$ cat config.mk
export PLATFORM = sky130hd
export DESIGN_NAME = enclosing_rectangle_search_core
export DESIGN_NICKNAME = d
export VERILOG_FILES = /design/src/hw/rtl/ers_pkg.sv /design/src/hw/rtl/enclosing_rectangle_search_core.sv /design/src/hw/rtl/ers_ctrl.sv /design/src/hw/rtl/ers_datapath.sv
export SDC_FILE = /design/constraint.sdc
export NUM_CORES = 2
export LEC_CHECK = 0
export ABC_CLOCK_PERIOD_IN_PS = 12010
export CAP_MARGIN = 15
export CORE_UTILIZATION = 48
export CTS_BUF_LIST = sky130_fd_sc_hd__clkbuf_8
export DETAILED_ROUTE_END_ITERATION = 7
export DONT_BUFFER_PORTS = 1
export PLACE_DENSITY_LB_ADDON = 0.15
export SLEW_MARGIN = 20
export SYNTH_ARGS = -nofsm -noshare
export SYNTH_HDL_FRONTEND = slang
export SYNTH_SLANG_ARGS = --single-unit
export TNS_END_PERCENT = 50
$ cat constraint.sdc
create_clock -name clk_i -period 12.01 [get_ports clk_i]
set_input_delay 3.0025 -clock clk_i [delete_from_list [all_inputs] [get_ports clk_i]]
set_output_delay 3.0025 -clock clk_i [all_outputs]
set_load 0.02 [all_outputs]
$ cat src/hw/rtl/ers_pkg.sv
// Package for the enclosing rectangle search core.
// Holds sizes, operation and status codes, the stream item layouts and the
// controller-to-datapath command and status structs. Depends on nothing.
`timescale 1ns / 1ps
`default_nettype none

package ers_pkg;

  localparam int MAX_SEGMENTS = 32;
  localparam int COORD_BITS   = 12;
  localparam int SEG_CNT_W    = $clog2(MAX_SEGMENTS + 1);
  localparam int SEG_IDX_W    = $clog2(MAX_SEGMENTS);

  typedef enum logic [1:0] {
    FN_LOAD  = 2'd0,
    FN_QUERY = 2'd1,
    FN_CLEAR = 2'd2
  } ers_func_e;

  typedef enum logic [2:0] {
    STS_LOADED  = 3'd0,
    STS_FULL    = 3'd1,
    STS_CLEARED = 3'd2,
    STS_FOUND   = 3'd3,
    STS_NONE    = 3'd4
  } ers_status_e;

  typedef enum logic [2:0] {
    ST_IDLE,
    ST_EXEC,
    ST_START,
    ST_SCAN,
    ST_DRAIN,
    ST_DONE
  } ers_state_e;

  // Input tdata layout, lowest field last.
  typedef struct packed {
    logic [2:0]            pad;
    logic [COORD_BITS-1:0] query_y;
    logic [COORD_BITS-1:0] query_x;
    logic [COORD_BITS-1:0] line_to;
    logic [COORD_BITS-1:0] line_from;
    logic [COORD_BITS-1:0] line_pos;
    logic                  line_vertical;
  } ers_in_t;

  // Output tdata layout, lowest field last.
  typedef struct packed {
    logic [COORD_BITS-1:0] rect_bottom;
    logic [COORD_BITS-1:0] rect_right;
    logic [COORD_BITS-1:0] rect_top;
    logic [COORD_BITS-1:0] rect_left;
  } ers_out_t;

  typedef struct packed {
    logic                  vert;
    logic [COORD_BITS-1:0] pos;
    logic [COORD_BITS-1:0] line_from;
    logic [COORD_BITS-1:0] line_to;
  } ers_seg_t;

  typedef struct packed {
    logic latch;
    logic exec;
    logic scan_clr;
    logic scan_rd;
    logic out_query;
  } ers_cmd_t;

  typedef struct packed {
    logic [1:0]           func;
    logic                 count_zero;
    logic                 scan_last;
    logic                 out_free;
    logic [SEG_CNT_W-1:0] count;
  } ers_sts_t;

endpackage

`default_nettype wire

$ cat src/hw/rtl/enclosing_rectangle_search_core.sv
// Top level of the enclosing rectangle search core.
// Joins ers_ctrl and ers_datapath to the request and result streams.
// Depends on ers_pkg, ers_ctrl and ers_datapath.
//
// Channel  Dir  Handshake                    Payload
// s_axis   in   s_axis_tvalid/s_axis_tready  tuser: func; tdata: segment or point
// m_axis   out  m_axis_tvalid/m_axis_tready  tuser: status; tdata: rectangle
//
// A load or clear request is executed once the output register is free.
// A query runs ST_START, ST_SCAN, ST_DRAIN and ST_DONE, and skips the scan on an empty table:
// the table memory has one read port, so the scan reads one stored segment per cycle.
// After reset the table is empty and the core is ready at once.
// A request is accepted while a finished result waits in the output register;
// its own result is held back until that register is free.
`timescale 1ns / 1ps
`default_nettype none

module enclosing_rectangle_search_core
  import ers_pkg::*;
(
  input  wire logic        clk_i,
  input  wire logic        rst_ni,
  input  wire logic        s_axis_tvalid,
  output logic             s_axis_tready,
  // Fields from bit 0: line_vertical, line_pos, line_from, line_to, query_x,
  // query_y, zero fill.
  input  wire logic [63:0] s_axis_tdata,
  // Fields from bit 0: func.
  input  wire logic [1:0]  s_axis_tuser,
  output logic             m_axis_tvalid,
  input  wire logic        m_axis_tready,
  // Fields from bit 0: rect_left, rect_top, rect_right, rect_bottom.
  output logic [47:0]      m_axis_tdata,
  // Fields from bit 0: status.
  output logic [2:0]       m_axis_tuser
);

  ers_cmd_t cmd;
  ers_sts_t sts;
  ers_out_t out_data;

  ers_ctrl u_ctrl (
    .clk_i      (clk_i),
    .rst_ni     (rst_ni),
    .in_valid_i (s_axis_tvalid),
    .in_func_i  (s_axis_tuser),
    .in_ready_o (s_axis_tready),
    .sts_i      (sts),
    .cmd_o      (cmd)
  );

  ers_datapath u_datapath (
    .clk_i        (clk_i),
    .rst_ni       (rst_ni),
    .in_func_i    (s_axis_tuser),
    .in_data_i    (ers_in_t'(s_axis_tdata)),
    .cmd_i        (cmd),
    .sts_o        (sts),
    .out_valid_o  (m_axis_tvalid),
    .out_ready_i  (m_axis_tready),
    .out_data_o   (out_data),
    .out_status_o (m_axis_tuser)
  );

  assign m_axis_tdata = out_data;

  assert property (@(posedge clk_i) disable iff (!rst_ni)
    sts.count <= SEG_CNT_W'(MAX_SEGMENTS))
    else $error("segment count beyond table depth");

  assert property (@(posedge clk_i) disable iff (!rst_ni)
    s_axis_tvalid && s_axis_tready && (s_axis_tuser == FN_QUERY) |=> !s_axis_tready)
    else $error("new request taken during a query scan");

  assert property (@(posedge clk_i) disable iff (!rst_ni)
    m_axis_tvalid && (m_axis_tuser != STS_FOUND) |-> (m_axis_tdata == '0))
    else $error("rectangle fields set without a found rectangle");

  assert property (@(posedge clk_i) disable iff (!rst_ni)
    cmd.scan_rd |-> !sts.count_zero)
    else $error("scan of an empty table");

endmodule

`default_nettype wire

$ cat src/hw/rtl/ers_ctrl.sv
// Controller state machine of the enclosing rectangle search core.
// Sequences request intake, load and clear, the table scan and the result
// hand-off. Depends on ers_pkg.
`timescale 1ns / 1ps
`default_nettype none

module ers_ctrl
  import ers_pkg::*;
(
  input  wire logic     clk_i,
  input  wire logic     rst_ni,
  input  wire logic     in_valid_i,
  input  wire logic [1:0] in_func_i,
  output logic          in_ready_o,
  input  wire ers_sts_t sts_i,
  output ers_cmd_t      cmd_o
);

  ers_state_e state_q, state_d;

  always_ff @(posedge clk_i or negedge rst_ni) begin
    if (!rst_ni) begin
      state_q <= ST_IDLE;
    end else begin
      state_q <= state_d;
    end
  end

  always_comb begin
    state_d    = state_q;
    cmd_o      = '0;
    in_ready_o = 1'b0;
    case (state_q)
      ST_IDLE: begin
        in_ready_o = 1'b1;
        if (in_valid_i) begin
          cmd_o.latch = 1'b1;
          case (ers_func_e'(in_func_i))
            FN_QUERY: state_d = ST_START;
            FN_LOAD:  state_d = ST_EXEC;
            FN_CLEAR: state_d = ST_EXEC;
            default:  state_d = ST_IDLE;
          endcase
        end
      end
      ST_EXEC: begin
        if (sts_i.out_free) begin
          cmd_o.exec = 1'b1;
          state_d    = ST_IDLE;
        end
      end
      ST_START: begin
        cmd_o.scan_clr = 1'b1;
        state_d = sts_i.count_zero ? ST_DONE : ST_SCAN;
      end
      ST_SCAN: begin
        cmd_o.scan_rd = 1'b1;
        if (sts_i.scan_last) begin
          state_d = ST_DRAIN;
        end
      end
      ST_DRAIN: begin
        state_d = ST_DONE;
      end
      ST_DONE: begin
        if (sts_i.out_free) begin
          cmd_o.out_query = 1'b1;
          state_d         = ST_IDLE;
        end
      end
      default: begin
        state_d = ST_IDLE;
      end
    endcase
  end

endmodule

`default_nettype wire

$ cat src/hw/rtl/ers_datapath.sv
// Datapath of the enclosing rectangle search core: request registers,
// segment table memory and count, nearest-side accumulators and the output
// register. Driven by ers_ctrl through ers_cmd_t. Depends on ers_pkg.
`timescale 1ns / 1ps
`default_nettype none

module ers_datapath
  import ers_pkg::*;
(
  input  wire logic        clk_i,
  input  wire logic        rst_ni,
  input  wire logic [1:0]  in_func_i,
  input  wire ers_in_t     in_data_i,
  input  wire ers_cmd_t    cmd_i,
  output ers_sts_t         sts_o,
  output logic             out_valid_o,
  input  wire logic        out_ready_i,
  output ers_out_t         out_data_o,
  output logic [2:0]       out_status_o
);

  ers_seg_t mem [MAX_SEGMENTS];

  logic [1:0]            func_q;
  ers_in_t               req_q;
  logic [SEG_CNT_W-1:0]  count_q;
  logic [SEG_IDX_W-1:0]  idx_q;
  logic                  rd_vld_q;
  ers_seg_t              rd_q;
  logic                  vl_q, vr_q, vt_q, vb_q;
  logic [COORD_BITS-1:0] bl_q, br_q, bt_q, bb_q;
  logic                  out_valid_q;
  ers_out_t              out_data_q;
  logic [2:0]            out_status_q;
  logic [SEG_CNT_W-1:0]  count_m1;
  logic                  full;
  logic                  inside_v, inside_h;

  assign count_m1 = count_q - SEG_CNT_W'(1);
  assign full     = (count_q >= SEG_CNT_W'(MAX_SEGMENTS));
  assign inside_v = (req_q.query_y > rd_q.line_from) && (req_q.query_y < rd_q.line_to);
  assign inside_h = (req_q.query_x > rd_q.line_from) && (req_q.query_x < rd_q.line_to);

  always_ff @(posedge clk_i) begin
    if (cmd_i.latch) begin
      func_q <= in_func_i;
      req_q  <= in_data_i;
    end
    if (cmd_i.exec && (func_q == FN_LOAD) && !full) begin
      mem[count_q[SEG_IDX_W-1:0]] <= '{vert:      req_q.line_vertical,
                                       pos:       req_q.line_pos,
                                       line_from: req_q.line_from,
                                       line_to:   req_q.line_to};
    end
    if (cmd_i.scan_rd) begin
      rd_q <= mem[idx_q];
    end
  end

  always_ff @(posedge clk_i or negedge rst_ni) begin
    if (!rst_ni) begin
      count_q  <= '0;
      idx_q    <= '0;
      rd_vld_q <= 1'b0;
      vl_q     <= 1'b0;
      vr_q     <= 1'b0;
      vt_q     <= 1'b0;
      vb_q     <= 1'b0;
    end else begin
      rd_vld_q <= cmd_i.scan_rd;
      if (cmd_i.exec) begin
        if (func_q == FN_CLEAR) begin
          count_q <= '0;
        end else if (!full) begin
          count_q <= count_q + SEG_CNT_W'(1);
        end
      end
      if (cmd_i.scan_clr) begin
        idx_q <= '0;
        vl_q  <= 1'b0;
        vr_q  <= 1'b0;
        vt_q  <= 1'b0;
        vb_q  <= 1'b0;
      end else begin
        if (cmd_i.scan_rd) begin
          idx_q <= idx_q + SEG_IDX_W'(1);
        end
        if (rd_vld_q && rd_q.vert && inside_v) begin
          if (req_q.query_x > rd_q.pos && (!vl_q || rd_q.pos > bl_q)) begin
            vl_q <= 1'b1;
          end
          if (req_q.query_x < rd_q.pos && (!vr_q || rd_q.pos < br_q)) begin
            vr_q <= 1'b1;
          end
        end
        if (rd_vld_q && !rd_q.vert && inside_h) begin
          if (req_q.query_y > rd_q.pos && (!vt_q || rd_q.pos > bt_q)) begin
            vt_q <= 1'b1;
          end
          if (req_q.query_y < rd_q.pos && (!vb_q || rd_q.pos < bb_q)) begin
            vb_q <= 1'b1;
          end
        end
      end
    end
  end

  always_ff @(posedge clk_i) begin
    if (rd_vld_q && rd_q.vert && inside_v) begin
      if (req_q.query_x > rd_q.pos && (!vl_q || rd_q.pos > bl_q)) begin
        bl_q <= rd_q.pos;
      end
      if (req_q.query_x < rd_q.pos && (!vr_q || rd_q.pos < br_q)) begin
        br_q <= rd_q.pos;
      end
    end
    if (rd_vld_q && !rd_q.vert && inside_h) begin
      if (req_q.query_y > rd_q.pos && (!vt_q || rd_q.pos > bt_q)) begin
        bt_q <= rd_q.pos;
      end
      if (req_q.query_y < rd_q.pos && (!vb_q || rd_q.pos < bb_q)) begin
        bb_q <= rd_q.pos;
      end
    end
  end

  always_ff @(posedge clk_i or negedge rst_ni) begin
    if (!rst_ni) begin
      out_valid_q <= 1'b0;
    end else if (cmd_i.exec || cmd_i.out_query) begin
      out_valid_q <= 1'b1;
    end else if (out_ready_i) begin
      out_valid_q <= 1'b0;
    end
  end

  always_ff @(posedge clk_i) begin
    if (cmd_i.exec) begin
      out_data_q <= '0;
      if (func_q == FN_CLEAR) begin
        out_status_q <= STS_CLEARED;
      end else begin
        out_status_q <= full ? STS_FULL : STS_LOADED;
      end
    end else if (cmd_i.out_query) begin
      if (vl_q && vr_q && vt_q && vb_q) begin
        out_status_q <= STS_FOUND;
        out_data_q   <= '{rect_bottom: bb_q, rect_right: br_q,
                          rect_top:    bt_q, rect_left:  bl_q};
      end else begin
        out_status_q <= STS_NONE;
        out_data_q   <= '0;
      end
    end
  end

  assign sts_o.func       = func_q;
  assign sts_o.count_zero = (count_q == '0);
  assign sts_o.scan_last  = (idx_q == count_m1[SEG_IDX_W-1:0]);
  assign sts_o.out_free   = !out_valid_q || out_ready_i;
  assign sts_o.count      = count_q;

  assign out_valid_o  = out_valid_q;
  assign out_data_o   = out_data_q;
  assign out_status_o = out_status_q;

endmodule

`default_nettype wire

==> flow_summary.json <==
{
  "status": "finished, final reports clean",
  "met2_usage": 0.363,
  "netlist_area_um2": 54800,
  "clock_skew_ns": 0.0485,
  "fillCellCount": 8502,
  "synth_top_family_by_area": "multiplexers",
  "grt_pass1_vias": 27300,
  "cp_slowest_stage_delay_ns": 0.94,
  "cp-start-kind": "input pin",
  "fmax_mhz": 184,
  "grt_first_pass_wirelength_mm": 187,
  "synthToLayoutAreaGrowth_pct": 11.5,
  "synth_cells": 2496,
  "yosys.area_share.simple": 0.0165,
  "ioPinCount": 123,
  "num_rows": 123,
  "clk_pin_slew_ns": 0.06,
  "final.min_clock_period_ns": 5.43,
  "synth-edff-count": 1335,
  "synth-compound-area-share": 0.0220,
  "slew_headroom": 0.289,
  "port_buffers": 0,
  "setup.worst_path.class": "in2reg",
  "route.detailed.drc": 0,
  "yosysTopAreaCell": "edfxtp_1",
  "p_per_area_nw_per_um2": 197,
  "antenna_left": 0,
  "hold_start": "u_datapath.bb_q[0]",
  "cts_root_buf": "clkbuf_8",
  "clock_latency_ns": 0.89,
  "min_path_cells": 1,
  "antenna_found_initial": 14,
  "vias": 25800,
  "path_max_fanout": 23,
  "start_util": 0.486,
  "use_met1": 0.314,
  "worstMarginPinSlew_ns": 1.07,
  "ys_seq_area_frac": 0.758,
  "reg2reg_from": "u_ctrl.state_q[2]",
  "hpwlAfterDp_mm": 69.0,
  "drive_above_1_share": 0.272,
  "synthDistinctLibCells": 56,
  "ir_drop_mv": 0.195,
  "drv_slew": 0,
  "finalSetupViolCount": 0,
  "ys_ff_latch": 1403,
  "final_area_um2": 61100,
  "syn-num-nets": 2688,
  "final.setup.tns_ns": 0,
  "final.period_utilization": 0.452,
  "synth.avg_cell_area_um2": 22.0,
  "drt_iter0_drc": 2786,
  "path_cells": "nand2b_1, nand4_1, nor3_1, nand2_1, nor2_4, buf_4",
  "required_ns": 12.51,
  "synth_area_leaders": "edfxtp_1 (73%), mux4_2 (15%), ha_1 (2.8%)",
  "cp_slowest_cell": "nor2_4",
  "postCtsHoldBufs": 0,
  "worstReg2RegEnd": "u_datapath.mem[16][25]",
  "via_per_inst": 5.92,
  "synth-xor-area-share": 0.00144,
  "rrSetupSlack_ns": 8.13,
  "async_flop_share": 0.0143,
  "yosys.area.top_type_share": 0.731,
  "grt_usage": 0.227,
  "busiest_layer": "met2",
  "fp.dieH_um": 340,
  "postCtsSetupBuffers": 0,
  "dr.pass1.iters": 6,
  "fp.dieArea_um2": 116000,
  "gp_congestion": 0.890,
  "synthAdderAreaFrac": 0.0278,
  "p_leak_uw": 0.0200,
  "rsz0062_at_grt": "false",
  "cts_resized": 0,
  "synth_ff_type": "edfxtp_1",
  "clock_path_buffers": 3,
  "cts_sinks": 1403,
  "cts_tree": "yes",
  "hold_end": "u_datapath.out_data_o[36]",
  "reg2reg_depth": 6,
  "placed_area_um2": 57000,
  "cp-end-kind": "flip-flop",
  "dieWidth_um": 340,
  "crit_arrival_ns": 5.93,
  "hold_path.class": "reg2reg",
  "routedWlPerCell_um": 29.5,
  "grt.overflow.total": 0,
  "cap_violations": 0,
  "hold_viol": 0,
  "coreArea_um2": 113000,
  "met3_usage": 0.0449,
  "drt_wl_total_mm": 129,
  "grt_max_degree": 150,
  "fin_nets": 2867,
  "muxShareOfSynthArea": 0.160,
  "synth_warnings": 0,
  "numCtsBuffers": 224,
  "htreeDepth": 4
}
worst max path at each step:
stage                       start                     end  cells past startpoint
detailed placement  m_axis_tready  u_datapath.mem[21][26]                      6
CTS                 m_axis_tready  u_datapath.mem[21][34]                      6
floorplan           m_axis_tready   u_datapath.mem[31][0]                      5
finish              m_axis_tready  u_datapath.mem[16][25]                      6
global placement    m_axis_tready  u_datapath.mem[17][34]                      6
global route        m_axis_tready  u_datapath.mem[17][34]                      6
flip-flops by register name, summed over array words and instances, names as in the netlist:
register	cells
u_datapath.idx_q	5
u_datapath.bt_q	12
u_datapath.req_q	61
u_datapath.br_q	12
u_datapath.vl_q	1
u_datapath.vr_q	1
u_datapath.out_data_o	48
u_datapath.out_valid_o	1
u_datapath.vb_q	1
u_datapath.rd_q	37
u_datapath.bb_q	12
u_datapath.out_status_o	3
u_datapath.count_q	6
u_ctrl.state_q	3
u_datapath.mem	1184
u_datapath.vt_q	1
u_datapath.bl_q	12
u_datapath.rd_vld_q	1
u_datapath.func_q	2
routing by layer:
metal / vias up / wire length, um
met5: - / 27
met4: 4 / 3220
met3: 255 / 9380
met2: 966 / 62700
met1: 13700 / 53400
li1: 10900 / -
where the power goes:
| group | total, uW | leakage, uW | switching, uW | internal (uW) |
|---|---|---|---|---|
| Sequential | 6070 | 0.0126 | 369 | 5700 |
| Combinational | 2270 | 0.00493 | 1100 | 1160 |
| Clock | 3720 | 0.00241 | 1830 | 1880 |
| Total | 12100 | 0.0200 | 3310 | 8750 |
cells in the final DEF, fill, tap and decap left out, types with 15 or more instances in the layout:
cell type,Yosys,final
nor2_1,54,23
mux2_2,37,37
nand2_1,44,44
clkbuf_8,0,231
buf_4,0,55
o21ai_0,26,26
ha_1,122,122
dfrtp_1,20,15
dfxtp_1,48,48
nand4_1,16,16
mux4_2,370,370
inv_1,90,179
a21o_1,19,19
edfxtp_1,1335,1335
clkinv_1,0,51
nor2_4,0,31
a22o_1,49,49
a21oi_1,38,38
clkinv_2,0,19
worst max-delay path, delay by kind of cell:
family                 cells  cell delay [ns]
buffers and inverters      1             0.61
AND/OR/NAND/NOR            5             2.28
per-stage QoR:
step,std cells,setup slack (ns),hold slack (ns),total power (uW),util
floorplan,2496,4.26,0.455,7740,-
global placement,3948,5.75,0.473,8410,0.505
detailed placement,3948,5.72,0.472,8470,0.505
CTS,4355,6.67,0.489,12200,0.541
global route,4359,6.55,0.503,12600,0.542
finish,4362,6.58,0.483,12100,0.542
logic make-up (layout without fill, tap and decap cells):
kind of cell / after synthesis / count (layout)
adders and majority gates: 122 / 122
other: 0 / 6
DFF: 1403 / 1403
and+or+nand+nor: 187 / 187
xor gates and xnor gates: 9 / 9
buffers and inverters: 196 / 556
AOI/OAI and AO/OA: 171 / 171
muxes: 408 / 408
final cells by class:
class	instances	area, um^2	share of cell area
diodes	6	15.0	0.000246
clock buffers	231	3180	0.0520
clock inverters	176	886	0.0145
inverters	90	338	0.00553
multi-input cells	897	12800	0.209
flip-flops and latches	1403	41600	0.680
well taps	1500	1880	0.0307
repair buffers	59	500	0.00819
Yosys cell counts, types with 3 or more instances:
master and count:
a21o_1 19, nor2_1 54, dfrtp_1 20, buf_1 15, xnor2_1 7, nand2_1 44, nor2b_1 11, buf_6 3
nand3_1 13, mux2_2 37, mux4_2 370, dfxtp_1 48, a22o_1 49, nand2b_1 7, a211oi_1 5, a2111oi_0 3
edfxtp_1 1335, o31ai_1 3, ha_1 122, nor4_1 4, a21oi_1 38, or3_1 8, clkbuf_1 51, o211ai_1 3
a211o_1 3, a31oi_1 4, o21ai_0 26, and3_1 6, nor3_1 14, inv_1 90, nand4_1 16, buf_2 37
Note: power is estimated with default switching activity, not from simulation.
